**config.mk**
```make
export PLATFORM = sky130hd
export DESIGN_NAME = punctured_conv_encoder_k7
export DESIGN_NICKNAME = d
export VERILOG_FILES = /design/src/sv/penc_pkg.sv /design/src/sv/penc_cell.sv /design/src/sv/penc_shift_chain.sv /design/src/sv/punctured_conv_encoder_k7.sv
export SDC_FILE = /design/constraint.sdc
export NUM_CORES = 1
export LEC_CHECK = 0
export BUFFER_PORTS_ARGS = -buffer_cell sky130_fd_sc_hd__buf_2
export CAP_MARGIN = 20
export CORE_ASPECT_RATIO = 1.2
export CORE_UTILIZATION = 45
export DETAILED_ROUTE_END_ITERATION = 16
export GPL_ROUTABILITY_DRIVEN = 0
export GPL_TIMING_DRIVEN = 0
export MAX_ROUTING_LAYER = met4
export PLACE_DENSITY = 0.69
export REMOVE_ABC_BUFFERS = 1
export SETUP_SLACK_MARGIN = 0.5
export SLEW_MARGIN = 0
export SYNTH_ARGS = -nofsm -noshare
export SYNTH_HDL_FRONTEND = slang
export SYNTH_SLANG_ARGS = --single-unit
```
**constraint.sdc**
```tcl
create_clock -name clk -period 3.17 [get_ports clk]
set_input_delay 0.1585 -clock clk [delete_from_list [all_inputs] [get_ports clk]]
set_output_delay 0.1585 -clock clk [all_outputs]
set_load 0.01 [all_outputs]
```
**src/sv/penc_pkg.sv**
```systemverilog
`default_nettype none

package penc_pkg;

	localparam int TAPS = 6;
	localparam int TAIL_LEN = 6;
	localparam int PHASE_W = 3;
	localparam int TAIL_W = 3;

	localparam logic [TAPS:0] POLY_G1 = 7'o171;
	localparam logic [TAPS:0] POLY_G2 = 7'o133;

	localparam logic [1:0] RATE_HALF = 2'd0;
	localparam logic [1:0] RATE_TWO_THIRDS = 2'd1;
	localparam logic [1:0] RATE_THREE_QUARTERS = 2'd2;

	typedef struct packed {
		logic shift_en;
		logic din;
	} penc_shift_ctl_t;

	typedef struct packed {
		logic g1;
		logic g2;
	} penc_pair_t;

	typedef struct packed {
		logic keep;
		logic [PHASE_W-1:0] next_phase;
	} penc_punct_t;

	// one coded position through the puncture pattern
	function automatic penc_punct_t punct_step(input logic [1:0] rate,
		input logic [PHASE_W-1:0] phase);
		penc_punct_t r;
		logic [PHASE_W-1:0] p;
		r = '0;
		p = phase;
		unique case (rate)
			RATE_TWO_THIRDS: begin
				p = {1'b0, phase[1:0]};
				r.keep = (p != 3'd2);
				r.next_phase = {1'b0, 2'(p[1:0] + 2'd1)};
			end
			RATE_THREE_QUARTERS: begin
				if (phase > 3'd5) begin
					p = 3'd0;
				end
				r.keep = !((p == 3'd2) || (p == 3'd5));
				r.next_phase = (p == 3'd5) ? 3'd0 : 3'(p + 3'd1);
			end
			default: begin
				// no puncturing, phase left alone
				r.keep = 1'b1;
				r.next_phase = phase;
			end
		endcase
		return r;
	endfunction

endpackage

`default_nettype wire

```
**src/sv/penc_cell.sv**
```systemverilog
`default_nettype none

module penc_cell (
	input  wire logic clk,
	input  wire logic arst_n,
	input  wire logic en,
	input  wire logic d,
	output logic      q
);

	logic tap_q;

	always_ff @(posedge clk or negedge arst_n) begin
		if (!arst_n) begin
			tap_q <= 1'b0;
		end else if (en) begin
			tap_q <= d;
		end
	end

	assign q = tap_q;

endmodule

`default_nettype wire

```
**src/sv/penc_shift_chain.sv**
```systemverilog
`default_nettype none

module penc_shift_chain (
	input  wire logic                      clk,
	input  wire logic                      arst_n,
	input  wire penc_pkg::penc_shift_ctl_t ctl,
	output penc_pkg::penc_pair_t           pair
);

	logic [penc_pkg::TAPS-1:0] taps;
	logic [penc_pkg::TAPS:0]   window;

	// newest bit enters the top cell and walks down one cell per shift
	for (genvar i = 0; i < penc_pkg::TAPS; i++) begin : g_cell
		logic d;
		if (i == penc_pkg::TAPS - 1) begin : g_head
			assign d = ctl.din;
		end else begin : g_link
			assign d = taps[i+1];
		end
		penc_cell u_cell (
			.clk    (clk),
			.arst_n (arst_n),
			.en     (ctl.shift_en),
			.d      (d),
			.q      (taps[i])
		);
	end

	assign window = {ctl.din, taps};

	always_comb begin
		pair.g1 = ^(window & penc_pkg::POLY_G1);
		pair.g2 = ^(window & penc_pkg::POLY_G2);
	end

endmodule

`default_nettype wire

```
**src/sv/punctured_conv_encoder_k7.sv**
```systemverilog
// channel  dir  handshake              payload
// in       in   in_valid / in_ready    data_bit, append_tail
// out      out  out_valid / out_ready  coded_bit, run_last
// cfg      in   cfg_we                 cfg_wdata (code rate)
//
// each information bit is encoded into a two-slot buffer that drains one kept bit per
// cycle while out_ready allows; the next item is taken as the last buffered bit leaves,
// and an item with tail also pushes the tail zeros through, fewer bits where punctured.
// the output register drains while the next item is accepted.
// arst_n clears the shift cells, puncture phase, code rate and all valid flags.
// out_ready low with a bit pending holds the output register and the buffer; input waits unless the buffer is empty.

`default_nettype none

module punctured_conv_encoder_k7 (
	input  wire logic       clk,
	input  wire logic       arst_n,
	input  wire logic       in_valid,
	output logic            in_ready,
	input  wire logic       data_bit,
	input  wire logic       append_tail,
	output logic            out_valid,
	input  wire logic       out_ready,
	output logic            coded_bit,
	output logic            run_last,
	input  wire logic       cfg_we,
	input  wire logic [1:0] cfg_wdata
);

	localparam int PW = penc_pkg::PHASE_W;
	localparam int TW = penc_pkg::TAIL_W;

	logic [1:0]    code_rate_q;
	logic [PW-1:0] phase_q;
	logic [TW-1:0] tail_cnt_q;
	logic [1:0]    slot_vld_q;
	logic [1:0]    slot_bit_q;
	logic [1:0]    slot_last_q;
	logic          out_valid_q;
	logic          coded_q;
	logic          last_q;

	logic out_free, slots_any, pop, empty_next, idle_tail;
	logic accept, load_tail, load, final_pair, punctured;
	logic pop_sel, pop_bit, pop_last;
	logic [1:0] slot_vld_d;

	penc_pkg::penc_shift_ctl_t chain_ctl;
	penc_pkg::penc_pair_t      pair;
	penc_pkg::penc_punct_t     ps0, ps1;

	penc_shift_chain u_chain (
		.clk    (clk),
		.arst_n (arst_n),
		.ctl    (chain_ctl),
		.pair   (pair)
	);

	always_comb begin
		out_free   = !out_valid_q || out_ready;
		slots_any  = |slot_vld_q;
		pop        = out_free && slots_any;
		// buffer is free next cycle: empty now, or its last bit leaves now
		empty_next = !slots_any || (out_free && (slot_vld_q != 2'b11));
		idle_tail  = (tail_cnt_q == '0);
		in_ready   = empty_next && idle_tail;
		accept     = in_valid && in_ready;
		load_tail  = empty_next && !idle_tail;
		load       = accept || load_tail;
		final_pair = accept ? !append_tail : (tail_cnt_q == TW'(1));

		chain_ctl.shift_en = load;
		chain_ctl.din      = accept ? data_bit : 1'b0;

		punctured = (code_rate_q == penc_pkg::RATE_TWO_THIRDS) ||
			(code_rate_q == penc_pkg::RATE_THREE_QUARTERS);
		ps0 = penc_pkg::punct_step(code_rate_q, phase_q);
		ps1 = penc_pkg::punct_step(code_rate_q, ps0.next_phase);

		pop_sel  = !slot_vld_q[0];
		pop_bit  = slot_bit_q[pop_sel];
		pop_last = slot_last_q[pop_sel];

		slot_vld_d = slot_vld_q;
		if (load) begin
			slot_vld_d = {ps1.keep, ps0.keep};
		end else if (pop) begin
			slot_vld_d[pop_sel] = 1'b0;
		end
	end

	always_ff @(posedge clk or negedge arst_n) begin
		if (!arst_n) begin
			code_rate_q <= penc_pkg::RATE_HALF;
			phase_q     <= '0;
			tail_cnt_q  <= '0;
			slot_vld_q  <= '0;
			out_valid_q <= 1'b0;
		end else begin
			if (cfg_we) begin
				code_rate_q <= cfg_wdata;
			end
			if (load) begin
				phase_q <= (load_tail && (tail_cnt_q == TW'(1))) ? '0 : ps1.next_phase;
			end
			if (accept && append_tail) begin
				tail_cnt_q <= TW'(penc_pkg::TAIL_LEN);
			end else if (load_tail) begin
				tail_cnt_q <= tail_cnt_q - TW'(1);
			end
			slot_vld_q <= slot_vld_d;
			if (pop) begin
				out_valid_q <= 1'b1;
			end else if (out_ready) begin
				out_valid_q <= 1'b0;
			end
		end
	end

	always_ff @(posedge clk) begin
		if (load) begin
			slot_bit_q  <= {pair.g2 ^ !punctured, pair.g1};
			slot_last_q <= {final_pair, final_pair && !ps1.keep};
		end
		if (pop) begin
			coded_q <= pop_bit;
			last_q  <= pop_last;
		end
	end

	assign out_valid = out_valid_q;
	assign coded_bit = coded_q;
	assign run_last  = last_q;

`ifndef SYNTH
	// every encoded bit keeps at least one of its pair
	a_pair_kept: assert property (@(posedge clk) disable iff (!arst_n)
		load |=> (slot_vld_q != 2'b00))
		else $error("encoded bit produced no kept bit");

	// the end-of-run beat leaves nothing pending behind it
	a_last_drains: assert property (@(posedge clk) disable iff (!arst_n)
		(pop && pop_last) |-> (idle_tail && (slot_vld_q != 2'b11)))
		else $error("run_last issued with work still pending");

	a_tail_resets_phase: assert property (@(posedge clk) disable iff (!arst_n)
		(load_tail && (tail_cnt_q == TW'(1))) |=> ((phase_q == '0) && (tail_cnt_q == '0)))
		else $error("tail end did not clear phase");

	a_tail_bound: assert property (@(posedge clk) disable iff (!arst_n)
		tail_cnt_q <= TW'(penc_pkg::TAIL_LEN))
		else $error("tail counter out of range");
`endif

endmodule

`default_nettype wire
```
# Word level (Yosys, flattened, before mapping)
# Cells that the tools add are included.
dict set report totals {
  in_bits 9
  output_inout_bits 4
  word_cells 91
  register_bits 23
}
dict set report op_classes {
  n_reduce_logical 31
  n_eq_ne 10
  order_cmp 4
  n_mux 23
  add_sub_neg 5
  bitwise_logic 3
}
# op n
set ops {}
lappend ops {{3-bit two-way mux} 9}
lappend ops {{4-bit one-hot mux with 2 select lines} 2}
lappend ops {{7-bit parity} 2}
lappend ops {{1-bit logical AND} 9}
lappend ops {{1-bit zero test} 9}
lappend ops {{1-bit two-way mux} 9}
lappend ops {{3-bit by 1-bit adder with 3-bit output (second input constant)} 2}
lappend ops {{3-bit by 2-bit equality test with 1-bit output (second input constant)} 2}
lappend ops {{3-bit equality test (second input constant)} 2}
lappend ops {{3-bit greater-than comparator (second input constant)} 2}
lappend ops {{1-bit logical OR} 6}
lappend ops {{2-bit != test (second input constant)} 3}
lappend ops {{2-bit nonzero test} 3}
lappend ops {{2-bit by 1-bit adder with 2-bit output (second input constant)} 2}
lappend ops {{2-bit two-way mux} 2}
lappend ops {{3-bit by 1-bit equality test with 1-bit output (second input constant)} 1}
lappend ops {{3-bit zero test} 1}
lappend ops {{3-bit by 1-bit subtractor with 3-bit output (second input constant)} 1}
lappend ops {{2-bit AND} 1}
lappend ops {{2-bit by 1-bit equality test with 1-bit output (second input constant)} 1}
lappend ops {{2-bit equality test (second input constant)} 1}
lappend ops {{1-bit by 2-bit less-than comparator with 1-bit output (second input constant)} 1}
lappend ops {{2-bit NOT} 1}
lappend ops {{2-bit OR reduction} 1}
lappend ops {{other kinds (3)} 3}

# Depth between registers and ports, before layout
dict set report depth {
  depth_word 16
  mapped_depth 11
  depth_no_buf 10
}

# Cells and area by module
# A second synthesis with hierarchy kept.
dict set report unflattened {
  hier_cells 144
  hier_area_um2 1516.5
}
# mod instances area_per_inst_um2 seq_area_each_um2 cells_each
set by_module_without_submodules {}
lappend by_module_without_submodules {punctured_conv_encoder_k7 1 1203.7 455.4 128}
lappend by_module_without_submodules {penc_cell 6 40.0 25.0 2}
lappend by_module_without_submodules {penc_shift_chain 1 72.6 0.0 4}

# Worst setup path after synthesis
# OpenSTA, ideal clock, no wires.
dict set report synth_timing {
  path_type {reg2reg}
  from {register code_rate_q[0]}
  to {register phase_q[1]}
  n_path_buf 1
  slack_ns 1.035
  stages_incl_launch_ff 10
  arrival_ns 2.040
  t_required_ns 3.075
  cell_sequence {dfrtp_1 -> inv_1 -> ha_1 -> buf_2 -> o21ai_0 -> o21ai_4 -> ha_1 -> o41ai_1 -> a22oi_1 -> o31ai_1}
}
dict set report synth_via {
  elab_chain_cells 9
}
# item line
set synth_lines {}
lappend synth_lines {{start, declared} punctured_conv_encoder_k7.sv:33} ;# logic [1:0] code_rate_q;
lappend synth_lines {{start signal, assigned} punctured_conv_encoder_k7.sv:94} ;# code_rate_q <= penc_pkg::RATE_HALF;
lappend synth_lines {{start signal, assigned} punctured_conv_encoder_k7.sv:101} ;# code_rate_q <= cfg_wdata;
lappend synth_lines {{2-bit equality test / 2-bit by 1-bit equality test with 1-bit output (equally long branches)} n/a}
lappend synth_lines {{4-bit one-hot mux with 2 select lines} penc_pkg.sv:39} ;# unique case (rate)
lappend synth_lines {{3-bit greater-than comparator} penc_pkg.sv:46} ;# if (phase > 3'd5) begin
lappend synth_lines {{3-bit two-way mux} penc_pkg.sv:46}
lappend synth_lines {{3-bit two-way mux} penc_pkg.sv:39}
lappend synth_lines {{3-bit by 1-bit adder with 3-bit output / 3-bit equality test (equally long branches)} penc_pkg.sv:50} ;# r.next_phase = (p == 3'd5) ? 3'd0 : 3'(p + 3'd1);
lappend synth_lines {{3-bit two-way mux} penc_pkg.sv:50}
lappend synth_lines {{4-bit one-hot mux with 2 select lines *} penc_pkg.sv:39}
lappend synth_lines {{3-bit two-way mux *} punctured_conv_encoder_k7.sv:104} ;# phase_q <= (load_tail && (tail_cnt_q == TW'(1))) ? '0 : ps1.next_phase;
lappend synth_lines {{end signal, assigned} punctured_conv_encoder_k7.sv:104}
lappend synth_lines {{end, declared} punctured_conv_encoder_k7.sv:34} ;# logic [PW-1:0] phase_q;
# Mark *: on every way between the ends. The rest lies on a longest branch, timed or not. The select of a mux whose other input is x is not followed.
# A chain may end at the register's enable or synchronous reset.

# Worst setup path in the final report
# Ends and elaborated chain as after synthesis.

==> results.yml <==
run_status:
  outcome: "completed"
sta:
  setup_violations: 0
  worst_slack_ps: 759
  hold_ws_ps: 47.5
  fmax_mhz: 415
  slew_headroom_pct: 65.7
  skew_ps: 10.2
  finalHoldViolations: 0
  tightest_slew_ps: 515
  finalSetupTns_ps: 0
  timing.final.crit_period_ps: 2410
  finalCritPeriodShare_pct: 76.1
  slew_violations: 0
  grt_setup_unrepaired: "false"
placed_design:
  portBuffers: 12
  detailed_place_hpwl_microns: 1840
  dp_cells: 188
  dp_slack_ps: 802
  dpl_cell_area_sq_um: 1510
worst_setup_path:
  cp_cell_sequence: "inv_1, ha_1, or2b_1, o22ai_2, ha_1, o41ai_1, a22oi_1, o31ai_1"
  arrival_ps: 2640
  slowest_delay_ps: 500
  critPathSlowestCell: "ha_1"
  cp.required_ps: 3400
  path_class: "reg2reg"
  worstPathMaxFanout: 14
  crit_top_cell: "ha_1"
  worst_setup_path_start_kind: "flip-flop"
  endpoint_kind: "flip-flop"
clock_network:
  cts_tree: "yes"
  clk_pin_slew_worst_paths_ps: 130
  h-tree-depth: 1
  clockBufferDepth: 2
  post_cts_buffers: 0
  holdBufCountCts: 1
  clock-sinks: 23
  cts_buffers: 3
  clockRootBuffer: "clkbuf_4"
  clock_latency_ps: 310
  cts_resized: 0
drt:
  via_count: 1047
  antenna_left: 0
  drt_iter0_markers: 36
  drcViolationCount: 0
  postRouteWirelength_microns: 2480
  first_pass_iters: 4
  avgRoutedWirePerCell_microns: 12.9
  via_per_inst: 5.42
global_route:
  grt_pass1_vias: 1016
  grt_antenna_before_repair: 0
  grt_start_max_net_pins: 18
  grt_first_pass_wirelength_microns: 4330
  grt.total_usage_pct: 17.5
  grt_overflow_total: 0
synth:
  muxShareOfSynthArea_pct: 5.38
  synth.area.top_cells: "dfrtp_1, edfxtp_1, ha_1"
  synth_xor_xnor_area_share_pct: 4.25
  synth_top_family_by_area: "simple AND/OR/NAND/NOR gates"
  synth_compound_gate_area_share_pct: 17.6
  synth_edf_count: 6
  yosys.area_share.simple_pct: 19.0
  synthFlopType: "dfrtp_1"
  async_reset_ff_share_pct: 73.9
  synth_top_area_share_pct: 29.5
  synthAdderAreaFrac_pct: 6.76
  syn_inst: 145
  netlist_area_sq_um: 1440
  ys_warn_count: 0
  ys_seq_area_share_pct: 42.0
  synth-seq-cells: 23
  post_synth.cell_area_avg_sq_um: 9.95
  synth_cell_types: 47
  synth_top_cell_by_area: "dfrtp_1"
final_layout:
  drive_gt1_share_pct: 21.0
  diodes: 0
  fillers: 278
  final_cells: 193
  finalInstanceArea_sq_um: 1550
  layout.nets: 174
  regArea_sq_um: 606
  area_delta_synth_final_pct: 7.46
  multi_input_area_sq_um: 764
floorplan:
  start_util_pct: 47.2
  coreArea_sq_um: 3060
  die_h_microns: 64.0
  row_count: 22
  die-area_sq_um: 3440
  io_pins: 13
  die_w_microns: 53.7
power_and_ir_drop:
  power_leakage_nw: 0.685
  p_per_area_nw_per_um2: 830
  ir_drop_mv: 0.431
worst_hold_path:
  hp-class: "in2reg"
job:
  drv_cap: 0
[metal layers]
layer	up-vias	track usage (%)	part of all wire [%]
li1	529	-	-
met1	490	22.2	44
met5	-	-	0
met4	0	5.92	1.6
met2	23	27.6	51
met3	5	2.86	3.3
[power by group]
| group | total (mW) | switching, mW | internal, mW |
|---|---|---|---|
| Clock | 0.136 | 0.0871 | 0.0492 |
| Sequential | 0.531 | 0.0918 | 0.440 |
| Combinational | 0.618 | 0.342 | 0.277 |
| Total | 1.29 | 0.521 | 0.765 |
[path summary, 6_finish.rpt]
check                                                       start                                endpoint  slack [ps]  cells after the start
max in group asynchronous                                  arst_n  u_chain.g_cell[1].u_cell.q$_DFFE_PN0P_        2600                      2
min in group asynchronous                                  arst_n                   out_valid$_DFFE_PN0P_         280                      2
setup reg to reg                       code_rate_q[0]$_DFFE_PN0P_                  phase_q[1]$_DFFE_PN0P_         760                      8
setup / recovery                       code_rate_q[0]$_DFFE_PN0P_                  phase_q[1]$_DFFE_PN0P_         760                      8
hold reg to reg            u_chain.g_cell[2].u_cell.q$_DFFE_PN0P_  u_chain.g_cell[1].u_cell.q$_DFFE_PN0P_         490                      2
hold / removal                                             cfg_we              code_rate_q[0]$_DFFE_PN0P_          50                      2
[worst max-delay path: cells and delay by family (launching register included)]
kind / cells / cell delay [ps]
fa+ha+maj: 2 / 790
compound gates: 4 / 780
flops: 1 / 380
simple gates: 1 / 320
buf+inv: 1 / 60
[cells in the mapped netlist (2+ instances only)]
cell type / number
mux2_2: 6
buf_2: 3
o21ai_0: 8
nor3b_1: 3
o21bai_1: 2
nand2b_1: 5
nand2_1: 19
xor2_1: 3
ha_1: 7
a21o_1: 2
dfrtp_1: 17
nor2_1: 12
inv_1: 9
xnor2_1: 4
a21oi_1: 7
edfxtp_1: 6
nor2b_1: 2
[metrics by stage]
step                power [mW]  utilization, %
global placement          1.13            49.5
detailed placement        1.16            49.5
global route              1.40            50.7
finish                    1.29            50.7
CTS                       1.30            50.7
floorplan                 1.01               -
[cells by family (layout without fill, tap and decap cells)]
logic type / after synthesis / count (layout)
flip-flops: 23 / 23
AO/OA/AOI/OAI: 34 / 34
XOR/XNOR: 7 / 7
multiplexers: 7 / 7
AND/OR/NAND/NOR: 51 / 51
buffers and inverters: 15 / 27
adder cells (fa/ha/maj): 8 / 8
[placed cells by master (no fill, tap or decap), drive strengths merged, types with 2 or more instances in the layout]
cell type and n:
a21o 2, o21ai 9, a21oi 7, nor2 12
dfrtp 17, clkbuf 4, ha 7, xor2 3
inv 9, mux2 6, nor3b 3, nor2b 3
edfxtp 6, buf 12, xnor2 4, nand2b 5
and3 2, o21bai 2, nand2 19
[flip-flops by register name, summed over array words and instances (netlist names)]
register                 flops
phase_q                      3
slot_vld_q                   2
run_last                     1
coded_bit                    1
slot_last_q                  2
slot_bit_q                   2
u_chain.g_cell.u_cell.q      6
tail_cnt_q                   3
out_valid                    1
code_rate_q                  2
[area by class of cell]
type,count,share of cell area [%]
clock buffers,4,1.69
repair buffers,13,4.52
inverters,10,2.50
flip-flops and latches,23,39.1
multi-input cells,107,49.3
well taps,36,2.91
(Power assumes the default switching activity.)
